===== config.mk =====
export PLATFORM = sky130hd
export DESIGN_NAME = bba_ctrl
export DESIGN_NICKNAME = d
export VERILOG_FILES = /design/src/rtl/buddy_block_allocator_macros.svh /design/src/rtl/bba_pkg.sv /design/src/rtl/bba_ctrl.sv
export SDC_FILE = /design/constraint.sdc
export NUM_CORES = 1
export LEC_CHECK = 0
export BUFFER_PORTS_ARGS = -buffer_cell sky130_fd_sc_hd__buf_2
export CAP_MARGIN = 20
export CORE_UTILIZATION = 54
export DETAILED_ROUTE_END_ITERATION = 8
export PLACE_DENSITY = 0.93
export SLEW_MARGIN = 15
export SYNTH_ARGS = -nofsm -noshare
export SYNTH_HDL_FRONTEND = slang
export SYNTH_SLANG_ARGS = --single-unit

===== constraint.sdc =====
create_clock -name clk -period 3.37 [get_ports clk]
set_clock_uncertainty 0.2 [all_clocks]
set_input_delay 0.337 -clock clk [delete_from_list [all_inputs] [get_ports clk]]
set_output_delay 0.337 -clock clk [all_outputs]
set_load 0.005 [all_outputs]

===== src/rtl/buddy_block_allocator_macros.svh =====
// Assertion macros for the buddy block allocator.
`ifndef BUDDY_BLOCK_ALLOCATOR_MACROS_SVH
`define BUDDY_BLOCK_ALLOCATOR_MACROS_SVH
`ifndef SYNTHESIS
// Same-cycle implication, checked out of reset.
`define BBA_ASSERT_NOW(label, clk, rst, ante, cons, msg) \
  label: assert property (@(posedge clk) disable iff (rst) (ante) |-> (cons)) else $error(msg);
// Next-cycle implication, checked out of reset.
`define BBA_ASSERT_NEXT(label, clk, rst, ante, cons, msg) \
  label: assert property (@(posedge clk) disable iff (rst) (ante) |=> (cons)) else $error(msg);
`else
`define BBA_ASSERT_NOW(label, clk, rst, ante, cons, msg)
`define BBA_ASSERT_NEXT(label, clk, rst, ante, cons, msg)
`endif
`endif


===== src/rtl/bba_pkg.sv =====
package bba_pkg;

  localparam int MAX_LEVELS_DEF = 16;
  localparam int CFG_W = 5;
  localparam int SHIFT_CAP = 20;
  localparam logic [CFG_W-1:0] SHIFT_RESET = 5'd4;
  localparam logic [CFG_W-1:0] LEVELS_RESET = 5'd16;

  // Configuration register indexes.
  localparam logic [3:0] REG_MIN_SHIFT = 4'd0;
  localparam logic [3:0] REG_LEVELS = 4'd1;

  // Node states.
  localparam logic [1:0] NODE_FREE = 2'd0;
  localparam logic [1:0] NODE_SPLIT = 2'd1;
  localparam logic [1:0] NODE_USED = 2'd2;

  typedef enum logic [1:0] {
    STAT_OK       = 2'd0,
    STAT_NO_SPACE = 2'd1,
    STAT_BAD_SIZE = 2'd2,
    STAT_BAD_ADDR = 2'd3
  } status_t;

  typedef struct packed {
    logic        opcode;
    logic [35:0] request_size;
    logic [35:0] free_offset;
  } req_t;

  typedef struct packed {
    status_t     status;
    logic [34:0] block_offset;
    logic [3:0]  block_order;
    logic [35:0] used_bytes;
    logic [31:0] alloc_count;
    logic [31:0] free_count;
    logic [31:0] fail_count;
    logic [31:0] split_count;
    logic [31:0] merge_count;
  } result_t;

  // Datapath operations issued by the controller.
  typedef enum logic [4:0] {
    OP_NONE,
    OP_CLEAR,
    OP_LOAD,
    OP_KSTEP,
    OP_ROOT,
    OP_DESCEND,
    OP_SPLIT,
    OP_TAKE,
    OP_RIGHT,
    OP_UP,
    OP_LEAF,
    OP_FIN_FREE,
    OP_WR_FREE,
    OP_BUDDY_RD,
    OP_MERGE,
    OP_FAIL,
    OP_FIN_ERR,
    OP_EMIT
  } dp_op_t;

  typedef struct packed {
    dp_op_t  op;
    status_t code;
  } dp_cmd_t;

  typedef struct packed {
    logic       is_free;
    logic       size_zero;
    logic       k_done;
    logic       k_ovf;
    logic       range_bad;
    logic [1:0] rd_state;
    logic       ord_lt;
    logic       ord_zero;
    logic       ord_eq;
    logic       at_root;
    logic       right_ok;
    logic       clr_last;
  } dp_stat_t;

endpackage


===== src/rtl/bba_ctrl.sv =====
module bba_ctrl import bba_pkg::*; (
  input  logic     clk,
  input  logic     rst,
  input  logic     start,
  output logic     busy,
  input  dp_stat_t stat,
  output dp_cmd_t  cmd
);

  typedef enum logic [3:0] {
    S_CLEAR, S_IDLE, S_DISPATCH, S_KSTEP, S_A_RD, S_A_EV, S_A_BACK,
    S_F_RD, S_F_EV, S_F_WR, S_F_BRD, S_F_BEV, S_EMIT
  } state_t;

  state_t state, state_next;

  assign busy = (state != S_IDLE);

  // Sequencing of the clearing pass, request dispatch, and the search and merge walks.
  always_comb begin
    state_next = state;
    cmd = '{op: OP_NONE, code: STAT_OK};
    case (state)
      S_CLEAR: begin
        cmd.op = OP_CLEAR;
        if (stat.clr_last) state_next = S_IDLE;
      end
      S_IDLE: begin
        if (start) begin
          cmd.op = OP_LOAD;
          state_next = S_DISPATCH;
        end
      end
      S_DISPATCH: begin
        if (stat.is_free) begin
          if (stat.range_bad) begin
            cmd = '{op: OP_FIN_ERR, code: STAT_BAD_ADDR};
            state_next = S_EMIT;
          end else begin
            cmd.op = OP_LEAF;
            state_next = S_F_RD;
          end
        end else if (stat.size_zero) begin
          cmd = '{op: OP_FIN_ERR, code: STAT_BAD_SIZE};
          state_next = S_EMIT;
        end else begin
          state_next = S_KSTEP;
        end
      end
      S_KSTEP: begin
        if (!stat.k_done) begin
          cmd.op = OP_KSTEP;
        end else if (stat.k_ovf) begin
          cmd.op = OP_FAIL;
          state_next = S_EMIT;
        end else begin
          cmd.op = OP_ROOT;
          state_next = S_A_RD;
        end
      end
      S_A_RD: state_next = S_A_EV;
      S_A_EV: begin
        if (stat.ord_lt || stat.rd_state == NODE_USED ||
            (stat.rd_state == NODE_SPLIT && stat.ord_zero)) begin
          state_next = S_A_BACK;
        end else if (stat.rd_state == NODE_SPLIT) begin
          cmd.op = OP_DESCEND;
          state_next = S_A_RD;
        end else if (stat.ord_eq) begin
          cmd.op = OP_TAKE;
          state_next = S_EMIT;
        end else begin
          cmd.op = OP_SPLIT;
          state_next = S_A_RD;
        end
      end
      S_A_BACK: begin
        if (stat.at_root) begin
          cmd.op = OP_FAIL;
          state_next = S_EMIT;
        end else if (stat.right_ok) begin
          cmd.op = OP_RIGHT;
          state_next = S_A_RD;
        end else begin
          cmd.op = OP_UP;
        end
      end
      S_F_RD: state_next = S_F_EV;
      S_F_EV: begin
        if (stat.rd_state == NODE_USED) begin
          cmd.op = OP_FIN_FREE;
          state_next = S_F_WR;
        end else if (stat.at_root) begin
          cmd = '{op: OP_FIN_ERR, code: STAT_BAD_ADDR};
          state_next = S_EMIT;
        end else begin
          cmd.op = OP_UP;
          state_next = S_F_RD;
        end
      end
      S_F_WR: begin
        cmd.op = OP_WR_FREE;
        state_next = stat.at_root ? S_EMIT : S_F_BRD;
      end
      S_F_BRD: begin
        cmd.op = OP_BUDDY_RD;
        state_next = S_F_BEV;
      end
      S_F_BEV: begin
        if (stat.rd_state == NODE_FREE) begin
          cmd.op = OP_MERGE;
          state_next = S_F_WR;
        end else begin
          state_next = S_EMIT;
        end
      end
      S_EMIT: begin
        cmd.op = OP_EMIT;
        state_next = S_IDLE;
      end
      default: state_next = S_IDLE;
    endcase
  end

  // State register; reset starts the clearing pass.
  always_ff @(posedge clk) begin
    if (rst) state <= S_CLEAR;
    else state <= state_next;
  end

endmodule


==> key figures, run 1 <==
Worst setup path
  • Kind of critical path: reg2out
  • CP startpoint: state[1]
  • WP data arrival: around 2.2 ns
  • CP max FO: 23
  • Worst path slowest cell: dfxtp_1
  • Worst setup SP type: register
  • Worst path required time: between 2 and 3 ns
  • Crit path largest cell delay: a little under 0.8 ns
  • Sequence of cells on the critical path: inv_1 > or3_1 > a222oi_1 > o21ai_1 > buf_2
  • Dominant delay contributor by cell family on the critical path: flip-flops
  • R2R Path Start: state[0]
  • Worst setup EP type: output pin
  • Bufs and invs on worst path: 2

CTS
  • CTS buffer count: 3
  • CTS Buffer Depth: 2
  • Clock slew at reported path FFs: around 0.040 ns
  • H-tree depth: 1
  • Setup Fix Bufs, Post-CTS: 0
  • CTS resizes: 0
  • Hold buffers post-CTS: 0
  • CTS Root Cell: clkbuf_4
  • Worst-skew pair later-pin latency: ~0.24 ns
  • Clock Sinks: 4
  • CTS tree: built

Detailed routing
  • Final antenna-violating net count: 0
  • WL/cell: between 15 and 20 µm
  • Final WL: about 2200 µm
  • Vias per cell: roughly 6.8
  • DR pass1 iterations: 4
  • DRT iter0 DRCs: 74
  • Via count: between 900 and 1,000
  • Remaining DRCs: 0

Logic synthesis
  • Net Count, Synth: 132
  • Simple-gate share of the synthesized area: approximately a third
  • Post-synth EDFFs: 0
  • Xor/xnor share of the synthesized area: 0%
  • Top post-synthesis cells by area: dfxtp_1 (10%), a21oi_1 (7.6%), ha_1 (6.3%)
  • Netlist cell types: 46
  • Synth warnings: 0
  • Yosys reg bits: 4
  • Most frequent cell after synthesis: a21oi_1
  • Post-synth top cells: a21oi_1 (12), inv_1 (6), o21ai_0 (6)
  • Async S/R FF share, synth: 0%
  • Largest family of logic cells by synthesized area: compound AO/OA/AOI/OAI gates
  • Top cell type's share of synthesized area: between 10 and 15%
  • Ys flop type: dfxtp_1
  • Mean Syn Cell Area: between 7 and 8 µm²
  • Synth area leader: dfxtp_1
  • Cells after Synth: ~110
  • Compound-Gate Fraction of Synth Area: a little under two fifths
  • Mapped Area: 792 µm²
  • Post-Synth Adder-Cell Area: 6.32%
  • Mux cell area share after synthesis: approximately 3.8%
  • Sequential share of the synthesized area: 10.1%

Floorplan
  • Full die area: ~1600 µm²
  • Starting Density: roughly three fifths
  • DIE WIDTH: 40.3 µm
  • I/O pin count: 24
  • Die height: a little over 40 µm
  • Core Rows: 13
  • Core area: 1330 µm²

Finish
  • Multi-input logic area: around 650 µm²
  • Share of cells above drive strength 1: around a quarter
  • Synth-to-layout area growth: 15.5%
  • Fin cells: approximately 150
  • Max reg flops: 4
  • Nets@finish: 153
  • Final non-filler cell area: just over 900 µm²
  • Reg area: around 80 µm²
  • Fillcell total: approximately 120
  • Ant. Diodes: 0
  • Largest regs: state (4)
  • Register name with the most flops: state

Placed design
  • Inst Count DP: ~140
  • Post-placement cell area: a little under 900 µm²
  • Pre-CTS WS: 0.959 ns
  • Final HPWL DP: roughly 1700 µm
  • Global placement routability congestion: between 0.9 and 1
  • Port bufs: 23

Hold path
  • Hold Crit Class: in2reg
  • Worst Hold Launch: rst

Global routing
  • Gr usage total: a little under a third
  • Number of global-route vias before repair: 798
  • Grt ovf: 0
  • Antenna violations before repair: 0
  • Largest net degree at the start of global routing: 27
  • First-pass GRT wire length: around 3400 µm

Timing
  • Fmax: 367 MHz
  • Final Critical Period: roughly 2.7 ns
  • Final Hold Fails: 0
  • Period utilisation layout: about four fifths
  • Worst slew margin: between 40 and 50%
  • Slew @ Worst Pin: 0.788 ns
  • Fin. max-slew vios: 0
  • Setup TNS: 0 ns
  • Final number of setup-violating endpoints: 0
  • Unrepaired setup endpoints after global routing: false
  • Setup slack after layout: around 0.64 ns

Pwr
  • Pwr Density: 234 nW/µm²
  • Leak: approximately 0.38 nW
  • VDD IR max: about 0.24 mV

Run
  • Max-Cap Viols: 0

Status
  • Status: finished, final reports clean
==> area by class of cell <==
class,count,share of cell area (%)
Timing Repair Buffer,23,12.6
Inverter,7,2.87
Clock buffer,3,2.46
Multi-Input combinational cell,94,71.3
Sequential cell,4,8.76
Tap cell,15,2.05
==> layout by cell type, fill, tap and decap left out, types with 4 or more instances in the layout <==
cell type / Yosys / final
nor2_1: 5 / 5
ha_1: 4 / 4
a21oi_1: 12 / 12
nand2b_1: 4 / 4
nand2_1: 4 / 4
buf_2: 3 / 23
nand3_1: 4 / 4
nor2b_1: 5 / 5
a31oi_1: 4 / 4
inv_1: 6 / 6
dfxtp_1: 4 / 4
o21ai_0: 6 / 6
==> worst register-to-register path: cells and delay by family, from the launching register on <==
kind	cells	cell delay (ns)
AOI/OAI and AO/OA	2	0.70
DFF	1	0.82
and+or+nand+nor	2	0.49
==> per-layer routing <==
metal | GRT usage [%] | up-vias | share of wire [%]
li1 | - | 481 | -
met1 | 35.4 | 445 | 41
met2 | 49.2 | 55 | 51
met3 | 8.89 | 8 | 6.2
met4 | 23.3 | 0 | 2.4
met5 | 0 | - | 0
==> cell families (layout without fill, tap and decap cells) <==
| kind of cell | Yosys count | count (layout) |
|---|---|---|
| mux | 3 | 3 |
| flops | 4 | 4 |
| simple gates | 43 | 43 |
| fa+ha+maj | 4 | 4 |
| compound gates | 44 | 44 |
| buf+inv | 14 | 33 |
==> worst paths after layout <==
check        endpoint  slack (ns)  cells past startpoint
max            cmd[5]        0.64                      5
min          state[1]        0.14                      2
max reg2reg  state[3]        1.01                      4
min reg2reg  state[3]        0.30                      1
==> stage by stage <==
stage	utilization (%)	hold slack (ns)	power, W
finish	68.6	0.143	0.000214
global route	68.6	0.145	0.000231
CTS	68.6	0.133	0.000214
detailed placement	66.9	0.301	0.000151
global placement	66.9	0.297	0.000148
floorplan	-	0.251	0.000121
==> report_power, final <==
part	internal (W)	switching (W)
sequential	0.0000501	0.0000139
clock	0.0000399	0.0000212
combinational	0.0000434	0.0000454
total	0.000133	0.0000805
Note: power is estimated with default switching activity, not from simulation.
==> inputs of run 2 (changes only) <==
CORE_UTILIZATION = 50   (was 54)
PLACE_DENSITY = 0.88   (was 0.93)
clock period = 2.55 ns   (was 3.37 ns; I/O delays follow)
==> run 2 against run 1 <==
Utilization down 5.3 points; setup slack worse by 0.49 ns; critical path depth up 1; via count up 0.10%; power up 35%; critical path type unchanged; highest routed layer unchanged.
==> key figures, run 2 (synthesis gave the netlist of run 1 again) <==
Status
  • Status: finished, final reports clean

Floorplan
  • Starting Density: a little over half
  • I/O pin count: 24
  • Core Rows: 14
  • Core area: roughly 1500 µm²
  • DIE WIDTH: 41.8 µm
  • Die height: 41.8 µm
  • Full die area: 1750 µm²

Timing
  • Setup slack after layout: 0.153 ns
  • Final number of setup-violating endpoints: 0
  • Fmax: 417 MHz
  • Setup TNS: 0 ns
  • Unrepaired setup endpoints after global routing: false
  • Period utilisation layout: between 90% and 100%
  • Fin. max-slew vios: 0
  • Final Hold Fails: 0
  • Final Critical Period: approximately 2.4 ns
  • Worst slew margin: around 60%
  • Slew @ Worst Pin: 0.591 ns

Detailed routing
  • WL/cell: 15.3 µm
  • Final WL: approximately 2300 µm
  • Final antenna-violating net count: 0
  • Vias per cell: ~6.6
  • Remaining DRCs: 0
  • DR pass1 iterations: 4
  • DRT iter0 DRCs: just over 40
  • Via count: 990

CTS
  • Clock Sinks: 4
  • Worst-skew pair later-pin latency: about 0.24 ns
  • CTS buffer count: 3
  • CTS resizes: 0
  • Hold buffers post-CTS: 0
  • Setup Fix Bufs, Post-CTS: 0
  • Clock slew at reported path FFs: approximately 0.04 ns
  • H-tree depth: 1
  • CTS Buffer Depth: 2
  • CTS tree: built
  • CTS Root Cell: clkbuf_4

Placed design
  • Port bufs: 23
  • Final HPWL DP: 1700 µm
  • Pre-CTS WS: between 0.3 and 0.4 ns
  • Post-placement cell area: 908 µm²
  • Global placement routability congestion: ~0.9

Hold path
  • Worst Hold Launch: rst
  • Hold Crit Class: in2reg

Finish
  • Final non-filler cell area: approximately 940 µm²
  • Register name with the most flops: state
  • Commonest non-fill, non-tap cells in the layout: buf_2 (23), a21oi_1 (12), inv_1 (6), o21ai_0 (6)
  • Largest regs: state (4)
  • Ant. Diodes: 0
  • Commonest non-fill, non-tap cell in the layout: buf_2
  • Synth-to-layout area growth: 19.0%
  • Nets@finish: 155
  • Fillcell total: between 100 and 150
  • Max reg flops: 4
  • Share of cells above drive strength 1: 28.6%

Global routing
  • Largest net degree at the start of global routing: 21
  • Gr usage total: ~28%
  • Grt ovf: 0
  • Antenna violations before repair: 0
  • Number of global-route vias before repair: between 900 and 1,000
  • First-pass GRT wire length: roughly 3900 µm

Worst setup path
  • Worst setup SP type: register
  • CP startpoint: state[2]
  • Worst setup EP type: output pin
  • CP max FO: 17
  • Worst path required time: roughly 2.1 ns
  • Kind of critical path: reg2out
  • Sequence of cells on the critical path: inv_1 > ha_1 > a31oi_1 > o32ai_1 > or3_1 > buf_2
  • R2R Path Start: state[2]
  • Worst path slowest cell: ha_1
  • Crit path largest cell delay: 0.38 ns
  • WP data arrival: around 1.9 ns

Pwr
  • NetSw: 0.000109 W
  • VDD IR max: a little under 0.3 mV
  • Pwr Density: 307 nW/µm²
  • Total power: 0.000289 W
  • Logic pwr share: ~43%
  • Internal: 0.000181 W
  • Sequential share of power: 28.4%
  • Leak: slightly below 0.4 nW
  • Sw Ratio: 37.6%
  • Clk network pwr share: 28.3%

Run
  • Max-Cap Viols: 0
[run 2: cell types whose count changed in the layout (fill, tap and decap cells not counted), sizes merged]
cell  delta
buf      +2
[run 2: layout make-up]
type	count	area [µm²]	area share, %
clock buffers	3	22.5	2.39
inverters	7	26.3	2.79
multi-input cells	94	661	70.1
flip-flops and latches	4	82.6	8.76
well taps	16	20.0	2.12
repair buffers	25	130	13.8
[run 2: worst paths after layout]
path,slack (ns),cells after the start,end
hold reg to reg,0.31,1,state[3]
setup / recovery,0.15,6,cmd[2]
setup reg to reg,0.35,6,state[2]
hold / removal,0.05,2,state[1]
[run 2: through the flow]
step | hold slack (ns) | util (%) | cells
floorplan | 0.169 | - | 112
global placement | 0.294 | 61.0 | 146
detailed placement | 0.305 | 61.0 | 146
CTS | 0.0520 | 62.5 | 149
global route | 0.0519 | 63.3 | 149
finish | 0.0540 | 63.3 | 149
[run 2: routing by layer]
metal / global-route usage [%] / part of all wire, % / up-vias
met3: 4.35 / 5.6 / 5
met1: 35.0 / 44 / 469
met4: 20.0 / 1.7 / 0
met2: 45.0 / 49 / 37
met5: 0 / 0 / -
li1: - / - / 479
[run 2: critical path, delay by kind of cell, from the launching register on]
family / cells / cell delay [ns]
AO/OA/AOI/OAI: 2 / 0.41
adder cells (fa/ha/maj): 1 / 0.38
buffers and inverters: 2 / 0.21
flip-flops: 1 / 0.37
AND/OR/NAND/NOR: 1 / 0.33
[run 2: power groups by stage]
stage               Combinational, W  Sequential, W  Clock (W)
finish                      0.000125      0.0000821  0.0000819
global placement            0.000119      0.0000810          0
detailed placement          0.000122      0.0000815          0
global route                0.000138      0.0000829  0.0000910
CTS                         0.000123      0.0000804  0.0000861
floorplan                  0.0000888      0.0000706          0
